===== config.mk =====
export PLATFORM = sky130hd
export DESIGN_NAME = dq_ctrl
export DESIGN_NICKNAME = d
export VERILOG_FILES = /design/src/rtl/core/dq_pkg.sv /design/src/rtl/core/dq_ctrl.sv
export SDC_FILE = /design/constraint.sdc
export NUM_CORES = 1
export LEC_CHECK = 0
export BUFFER_PORTS_ARGS = -buffer_cell sky130_fd_sc_hd__buf_4
export CAP_MARGIN = 40
export CORE_MARGIN = 4
export CORE_UTILIZATION = 31
export CTS_CLUSTER_SIZE = 14
export DETAILED_ROUTE_END_ITERATION = 6
export GPL_ROUTABILITY_DRIVEN = 0
export SYNTH_ARGS = -nofsm -noshare
export SYNTH_HDL_FRONTEND = slang
export SYNTH_SLANG_ARGS = --single-unit

===== constraint.sdc =====
create_clock -name clk_i -period 4.27 [get_ports clk_i]
set_clock_uncertainty 0.1 [all_clocks]
set_input_delay 0.6405 -clock clk_i [delete_from_list [all_inputs] [get_ports clk_i]]
set_output_delay 0.6405 -clock clk_i [all_outputs]
set_load 0.01 [all_outputs]

===== src/rtl/core/dq_pkg.sv =====
// Shared constants, types and helpers for the double-ended queue.
package dq_pkg;

  localparam int unsigned Depth   = 1024;
  localparam int unsigned AddrW   = (Depth > 1) ? $clog2(Depth) : 1;
  localparam int unsigned CntW    = $clog2(Depth + 1);
  localparam int unsigned CntOutW = 11;
  localparam int unsigned WordW   = 32;

  typedef logic [AddrW-1:0]          addr_t;
  typedef logic [CntW-1:0]           cnt_t;
  typedef logic signed [WordW-1:0]   word_t;

  localparam word_t WordNone = '1;

  typedef enum logic [2:0] {
    OpNone      = 3'd0,
    OpPushFront = 3'd1,
    OpPushBack  = 3'd2,
    OpPopFront  = 3'd3,
    OpPopBack   = 3'd4
  } op_e;

  // RAM request from the controller
  typedef struct packed {
    logic  we;
    logic  re;
    addr_t addr;
    word_t wdata;
  } mem_req_t;

  // One finished result
  typedef struct packed {
    word_t              popped;
    logic [CntOutW-1:0] count;
    logic               is_empty;
    word_t              front_value;
    word_t              back_value;
    logic               overflow;
  } result_t;

  // Fit the internal count to the 11-bit result field
  function automatic logic [CntOutW-1:0] cnt_out(input cnt_t c);
    logic [CntOutW+CntW-1:0] ext;
    ext = {{CntOutW{1'b0}}, c};
    return ext[CntOutW-1:0];
  endfunction

  function automatic addr_t ring_next(input addr_t i);
    return (i == addr_t'(Depth - 1)) ? '0 : addr_t'(i + addr_t'(1));
  endfunction

  function automatic addr_t ring_prev(input addr_t i);
    return (i == '0) ? addr_t'(Depth - 1) : addr_t'(i - addr_t'(1));
  endfunction

endpackage


===== src/rtl/core/dq_ctrl.sv =====
// Pointer, count and end-word control; refills a cached end word after a pop.
module dq_ctrl (
  input  logic             clk_i,
  input  logic             rst_ni,
  input  logic             in_valid_i,
  output logic             in_ready_o,
  input  logic [2:0]       operation_i,
  input  dq_pkg::word_t    value_i,
  input  logic             slot_free_i,
  output logic             res_valid_o,
  output dq_pkg::result_t  res_o,
  output dq_pkg::mem_req_t mem_req_o,
  input  dq_pkg::word_t    mem_rdata_i
);
  import dq_pkg::*;

  typedef enum logic [1:0] {
    StIdle = 2'b01,
    StFill = 2'b10
  } state_e;

  state_e state_q, state_d;
  addr_t  head_q, head_d, tail_q, tail_d;
  cnt_t   count_q, count_d;
  word_t  front_q, front_d, back_q, back_d;
  word_t  popped_q, popped_d;
  logic   fill_front_q, fill_front_d;
  logic   ovf;
  logic   accept, full, empty, need_read;

  assign in_ready_o = (state_q == StIdle) && slot_free_i;
  assign accept     = in_valid_i && in_ready_o;
  assign full       = (count_q == cnt_t'(Depth));
  assign empty      = (count_q == '0);

  // Next-state logic
  always_comb begin
    state_d      = state_q;
    head_d       = head_q;
    tail_d       = tail_q;
    count_d      = count_q;
    front_d      = front_q;
    back_d       = back_q;
    popped_d     = popped_q;
    fill_front_d = fill_front_q;
    ovf          = 1'b0;
    need_read    = 1'b0;
    mem_req_o    = '{we: 1'b0, re: 1'b0, addr: '0, wdata: value_i};

    unique case (state_q)
      StIdle: begin
        if (accept) begin
          popped_d = '0;
          unique case (operation_i)
            OpPushFront: begin
              if (full) begin
                ovf = 1'b1;
              end else begin
                head_d         = ring_prev(head_q);
                mem_req_o.we   = 1'b1;
                mem_req_o.addr = ring_prev(head_q);
                front_d        = value_i;
                if (empty) back_d = value_i;
                count_d        = cnt_t'(count_q + cnt_t'(1));
              end
            end
            OpPushBack: begin
              if (full) begin
                ovf = 1'b1;
              end else begin
                tail_d         = ring_next(tail_q);
                mem_req_o.we   = 1'b1;
                mem_req_o.addr = tail_q;
                back_d         = value_i;
                if (empty) front_d = value_i;
                count_d        = cnt_t'(count_q + cnt_t'(1));
              end
            end
            OpPopFront: begin
              if (empty) begin
                popped_d = WordNone;
              end else begin
                popped_d = front_q;
                head_d   = ring_next(head_q);
                count_d  = cnt_t'(count_q - cnt_t'(1));
                if (count_q == cnt_t'(2)) begin
                  front_d = back_q;
                end else if (count_q > cnt_t'(2)) begin
                  need_read      = 1'b1;
                  mem_req_o.re   = 1'b1;
                  mem_req_o.addr = ring_next(head_q);
                  fill_front_d   = 1'b1;
                end
              end
            end
            OpPopBack: begin
              if (empty) begin
                popped_d = WordNone;
              end else begin
                popped_d = back_q;
                tail_d   = ring_prev(tail_q);
                count_d  = cnt_t'(count_q - cnt_t'(1));
                if (count_q == cnt_t'(2)) begin
                  back_d = front_q;
                end else if (count_q > cnt_t'(2)) begin
                  need_read      = 1'b1;
                  mem_req_o.re   = 1'b1;
                  mem_req_o.addr = ring_prev(ring_prev(tail_q));
                  fill_front_d   = 1'b0;
                end
              end
            end
            default: ;  // none and unused codes
          endcase
          if (need_read) state_d = StFill;
        end
      end
      StFill: begin
        // read data for the new end word has arrived
        if (fill_front_q) front_d = mem_rdata_i;
        else              back_d  = mem_rdata_i;
        state_d = StIdle;
      end
      default: state_d = StIdle;
    endcase
  end

  // Result from the post-operation state
  assign res_valid_o = (accept && !need_read) || (state_q == StFill);

  always_comb begin
    res_o.popped      = popped_d;
    res_o.count       = cnt_out(count_d);
    res_o.is_empty    = (count_d == '0);
    res_o.front_value = (count_d == '0) ? WordNone : front_d;
    res_o.back_value  = (count_d == '0) ? WordNone : back_d;
    res_o.overflow    = ovf;
  end

  // Control state
  always_ff @(posedge clk_i or negedge rst_ni) begin
    if (!rst_ni) begin
      state_q <= StIdle;
      head_q  <= '0;
      tail_q  <= '0;
      count_q <= '0;
    end else begin
      state_q <= state_d;
      head_q  <= head_d;
      tail_q  <= tail_d;
      count_q <= count_d;
    end
  end

  // Cached end words and pop holding
  always_ff @(posedge clk_i) begin
    front_q      <= front_d;
    back_q       <= back_d;
    popped_q     <= popped_d;
    fill_front_q <= fill_front_d;
  end

endmodule

==> flow_summary.json, run 1 <==
{
  "run_status": "finished with violations",
  "violations": "setup timing",
  "clkPwrFrac_pct": 11.4,
  "cts.clk_slew.worst_paths_ns": 0.07,
  "cp.arrival_ns": 3.66,
  "ys_ff_latch": 130,
  "layout-drive-gt1-share_pct": 32.9,
  "grt_util_met1_pct": 28.3,
  "grt_use_met3_pct": 4.96,
  "antenna_found_initial": 3,
  "synth.distinct_cells": 82,
  "drc": 0,
  "ctsHoldBuffers": 0,
  "nNetsFinal": 1763,
  "wire_per_inst_um": 22.0,
  "design.die.area_sq_um": 39600,
  "grt_pass1_vias": 12000,
  "cts_max_level": 4,
  "async_flop_share_pct": 25.4,
  "grt_util_met2_pct": 37.0,
  "drt_iter0_markers": 871,
  "ir_drop_mv": 0.566,
  "power_frac_seq_pct": 19.3,
  "syn-num-nets": 1587,
  "criticalPathCategory": "reg -> out",
  "fin_crit_ns": 4.40,
  "area_delta_synth_final_pct": 35.8,
  "clk_path_buf_depth": 2,
  "setup_ws_ns": -0.128,
  "yosysWarnings": 0,
  "finalSetupViolCount": 65,
  "floorplan.initialDensity_pct": 31.6,
  "switching_share_pct": 44.7,
  "p_sw_mw": 6.01,
  "cts_tree": "done",
  "drv_slew": 0,
  "die_h_um": 199,
  "grt_pass1_wl_mm": 69.4,
  "power_density_nw_per_um2": 875,
  "busiest_layer": "met2",
  "io_buffers": 225,
  "grt_max_degree": 80,
  "netlist_instances": 1505,
  "drt-total-wl_mm": 47.4,
  "synth_flop_cell": "dfxtp_1",
  "end_kind": "output pin",
  "rsz0062_at_grt": "yes",
  "cts_buffers": 17,
  "cp-start-kind": "flop",
  "total_power_mw": 13.4,
  "p_int_mw": 7.42,
  "postRouteAntennaNets": 0,
  "slew_headroom_pct": 39.9,
  "detailed_place_hpwl_mm": 30.3,
  "drv_cap": 0,
  "firstDrtPassIters": 6,
  "numClockSinks": 130,
  "avgSynthCellArea_sq_um": 7.51,
  "fin_crit_sh_pct": 103,
  "viasPerCell": 5.91,
  "clk-insertion-delay-late_ns": 0.45,
  "via_count": 12700,
  "leakage_nw": 6.44,
  "grt.total_usage_pct": 22.2,
  "synth_edf_count": 1,
  "power_frac_comb_pct": 69.2,
  "pin_count": 226,
  "std_cell_rows": 69,
  "cts_root_buf": "clkbuf_16",
  "crit_fanout": 7,
  "worstPathRequired_ns": 3.53,
  "ys_seq_area_share_pct": 24.6,
  "hold_viol_final": 0,
  "final_util_pct": 42.9,
  "max_freq_ghz": 0.227,
  "min_path_type": "in -> async",
  "worst_pin_slew_ns": 0.901,
  "grt_overflow": 0,
  "dpl_worst_slack_ns": 0.113,
  "synthesis.area_sq_um": 11300,
  "core_sq_um": 35700,
  "die_x_um": 199
}
-- cells in the final DEF, fill, tap and decap left out, types with 42 or more instances in the layout --
master / instances
inv_1: 80
o21bai_1: 44
nor2_1: 72
buf_6: 48
o22ai_1: 42
nand2_1: 166
a21oi_1: 133
o21ai_0: 104
a31oi_1: 74
mux2_2: 64
buf_4: 255
dfxtp_1: 96
-- worst paths after layout --
check / start / end / slack, ns / cells past startpoint
setup / recovery: count_q[0] / res_o[10] / -0.13 / 14
hold / removal: rst_ni / head_q[6] / 0.04 / 1
setup reg to reg: count_q[0] / tail_q[3] / 1.25 / 12
hold reg to reg: popped_q[14] / popped_q[14] / 0.39 / 2
max in group asynchronous: rst_ni / count_q[7] / 3.67 / 1
min in group clk_i: popped_q[14] / popped_q[14] / 0.39 / 2
-- metrics by stage --
stage	instance area, sq um	hold slack, ns	TNS, ns	instances
after global routing	15300	0.0779	-11.47	2157
after floorplan	11300	0.245	0	1505
after CTS	14500	0.0608	-0.0895	2138
after detailed placement	13500	0.380	0	2083
after global placement	13500	0.380	0	2081
final	15300	0.0441	-3.69	2157
-- critical path: stages (launching register included) --
cell,delay (ns)
dfrtp_1,0.43
inv_2,0.11
ha_4,0.14
nor3b_4,0.25
buf_6,0.16
buf_6,0.10
nand3_4,0.07
a211oi_2,0.24
o22ai_2,0.13
or3_1,0.35
or4_4,0.56
clkbuf_16,0.20
clkbuf_16,0.18
o21bai_2,0.16
buf_4,0.15
-- per-layer routing --
layer / wire, um / share of wire, % / vias to the layer above
met5: 12 / 0.025 / -
met4: 1690 / 3.6 / 2
met3: 4000 / 8.4 / 134
met1: 19200 / 40 / 6064
met2: 22500 / 48 / 688
li1: - / - / 5857
-- layout make-up --
class	instances	area, sq um
repair buffers	335	3170
flip-flops and latches	130	2790
fillers	3538	20400
inverters	83	312
well taps	461	577
clock inverters	15	166
multi-input cells	1114	7900
diodes	2	5.00
clock buffers	17	425
-- registers in the layout, indices dropped and copies added (netlist names) --
| register | cells |
|---|---|
| count_q | 11 |
| head_q | 10 |
| back_q | 32 |
| fill_front_q | 1 |
| front_q | 32 |
| tail_q | 10 |
| popped_q | 32 |
| state_q | 2 |
-- power groups by stage --
| stage | sequential (mW) | combinational, mW | clock (mW) |
|---|---|---|---|
| after floorplan | 2.28 | 5.22 | 0 |
| after global placement | 2.56 | 7.76 | 0 |
| after detailed placement | 2.58 | 7.88 | 0 |
| after CTS | 2.56 | 8.20 | 1.55 |
| after global routing | 2.68 | 10.0 | 1.60 |
| final | 2.60 | 9.29 | 1.53 |
-- cells by family after synthesis --
group | count (synthesis) | synth area share (%)
AOI/OAI and AO/OA | 663 | 40.2
xor gates and xnor gates | 30 | 2.33
adders and majority gates | 11 | 1.22
buffers and inverters | 261 | 10.9
DFF | 130 | 24.6
muxes | 64 | 6.38
and+or+nand+nor | 346 | 14.4
-- Yosys cell counts (all sizes together), types with 4 or more instances --
master	n	area, sq um
a221oi	34	298
nor3b	5	53.8
xnor2	15	131
nor2b	5	31.3
nor2	75	282
ha	11	138
nand2b	4	27.5
a21o	39	293
a22o	4	35.0
nor3	17	95.1
and3	8	50.1
or3	8	50.1
o22ai	43	269
nand2	166	623
a21oi	138	706
or2	5	31.3
o21ai	113	569
a31oi	74	463
mux2	64	721
nor4	8	65.1
xor2	15	131
nand3	20	105
a22oi	11	82.6
inv	83	312
o31ai	6	45.0
or4	9	75.1
buf	63	485
o2bb2ai	34	298
dfxtp	96	1920
o21bai	98	923
clkbuf	115	432
a211oi	36	280
dfrtp	32	801
o211ai	4	30.0
-- repair_timing --
action                                  in CTS  in global routing
gates resized for setup                     38                110
hold endpoints to repair                     0                  0
endpoints found under the setup margin      65                 71
cloned                                       6                  8
pin swaps                                    6                 53
setup buffers                               17                 11
Power figures use the tool's default switching activity.
==> run 2: changes to the inputs <==
clock period = 5 ns   (was 4.27 ns; I/O delays follow)
==> run 2 against run 1 <==
The run now ends clean. Sequential share of layout area increased by 2.0 points. Cell area decreased by 10%. Largest cell class unchanged. Setup slack improved by 0.35 ns. Global-route usage decreased by 0.71 points. Power decreased by 24%. Die area unchanged. Register-to-register slack improved by 0.41 ns. Clock power decreased by 14%. Hold slack improved by 0.14 ns.
==> flow_summary.json, run 2 (synthesis gave the netlist of run 1 again) <==
{
  "numClockSinks": 130,
  "std_cell_rows": 69,
  "core_sq_um": 35700,
  "postRouteAntennaNets": 0,
  "grt_max_degree": 70,
  "cts.clk_slew.worst_paths_ns": 0.07,
  "drv_slew": 0,
  "cts_max_level": 4,
  "cts_root_buf": "clkbuf_16",
  "layout_commonest_cell": "buf_4",
  "power_density_nw_per_um2": 740,
  "max_freq_ghz": 0.209,
  "layout_common_cells": "buf_4 (259), nand2_1 (166), a21oi_1 (134)",
  "die_x_um": 199,
  "whs_ns": 0.186,
  "clk_path_buf_depth": 2,
  "wire_per_inst_um": 21.1,
  "top_regs": "back_q: 32 flops, front_q: 32 flops, popped_q: 32 flops",
  "hold_viol_final": 0,
  "viasPerCell": 5.87,
  "clk-insertion-delay-late_ns": 0.44,
  "dpl_worst_slack_ns": 0.352,
  "setup_ws_ns": 0.221,
  "cp-start-kind": "flop",
  "crit_fanout": 42,
  "grt_pass1_vias": 11700,
  "worstPathRequired_ns": 4.15,
  "fill_cells": 3696,
  "run_status": "completed",
  "fin_crit_ns": 4.78,
  "tns_ns": 0,
  "grt_pass1_wl_mm": 67.6,
  "end_kind": "output pin",
  "min_path_type": "in -> async",
  "cp.arrival_ns": 3.93,
  "grt.total_usage_pct": 21.5,
  "die_h_um": 199,
  "floorplan.initialDensity_pct": 31.6,
  "area_delta_synth_final_pct": 22.1,
  "total_power_mw": 10.2,
  "drt-total-wl_mm": 44.1,
  "layout-drive-gt1-share_pct": 27.9,
  "io_buffers": 225,
  "slew_headroom_pct": 38.6,
  "fin_crit_sh_pct": 95.6,
  "finalSetupViolCount": 0,
  "worst_pin_slew_ns": 0.921,
  "cts_buffers": 17,
  "nNetsFinal": 1695,
  "criticalPathCategory": "reg -> out",
  "leakage_nw": 5.82,
  "grt_overflow": 0,
  "pin_count": 226,
  "via_count": 12300,
  "ir_drop_mv": 0.494,
  "antenna_found_initial": 1,
  "drt_iter0_markers": 897,
  "drc": 0,
  "detailed_place_hpwl_mm": 29.3,
  "cts_tree": "done",
  "firstDrtPassIters": 7,
  "drv_cap": 0,
  "design.die.area_sq_um": 39600
}
run 2: path summary, 6_finish.rpt:
check,end,cells after the start,slack [ns],from
max,res_o[14],12,0.22,count_q[0]
max in group asynchronous,state_q[0],1,4.25,rst_ni
min,state_q[1],1,0.19,rst_ni
max reg2reg,tail_q[3],10,1.66,count_q[1]
min in group clk_i,popped_q[9],2,0.39,popped_q[9]
min reg2reg,popped_q[9],2,0.39,popped_q[9]
run 2: metal layers:
metal | vias to the layer above | part of all wire (%) | GRT usage [%] | wire [um]
met4 | 0 | 2.7 | 7.52 | 1200
li1 | 5718 | - | - | -
met5 | - | 0 | 0 | 0
met3 | 93 | 7.7 | 4.32 | 3410
met1 | 5856 | 41 | 27.9 | 18100
met2 | 589 | 48 | 35.8 | 21400
run 2: final cells by class:
| cell class | count | area [sq um] | share of cell area [%] |
|---|---|---|---|
| Tap cell | 461 | 577 | 4.18 |
| Timing Repair Buffer | 267 | 2110 | 15.3 |
| Sequential cell | 130 | 2780 | 20.2 |
| Clock buffer | 19 | 443 | 3.21 |
| Antenna cell | 1 | 2.50 | 0.0181 |
| Clock inverter | 13 | 149 | 1.08 |
| Inverter | 83 | 312 | 2.26 |
| Multi-Input combinational cell | 1114 | 7420 | 53.8 |
run 2: critical path, stage by stage, from the launching register on:
cell	delay (ns)
dfrtp_1	0.43
inv_1	0.16
ha_1	0.26
nor3b_4	0.33
buf_4	0.22
o21ai_1	0.07
a221oi_1	0.33
xor2_1	0.13
or3_1	0.39
or4_4	0.45
buf_4	0.33
o21bai_2	0.23
buf_4	0.14
run 2: report_power, final:
part	internal, mW	total [mW]	switching [mW]
sequential	1.60	2.22	0.623
clock	0.756	1.32	0.559
combinational	3.11	6.67	3.56
total	5.46	10.2	4.74
run 2: repair_timing:
item / 4_1_cts / 5_1_grt
setup buffers: 0 / 3
hold buffers: 0 / 0
gates resized for setup: 0 / 1
endpoints found under the setup margin: 0 / 65
run 2: per-stage QoR:
step	cell area, sq um	utilization, %	cells
global route	13800	38.6	2088
global placement	13100	36.8	2051
floorplan	11300	-	1505
detailed placement	13200	36.8	2052
CTS	13800	38.5	2084
finish	13800	38.6	2088
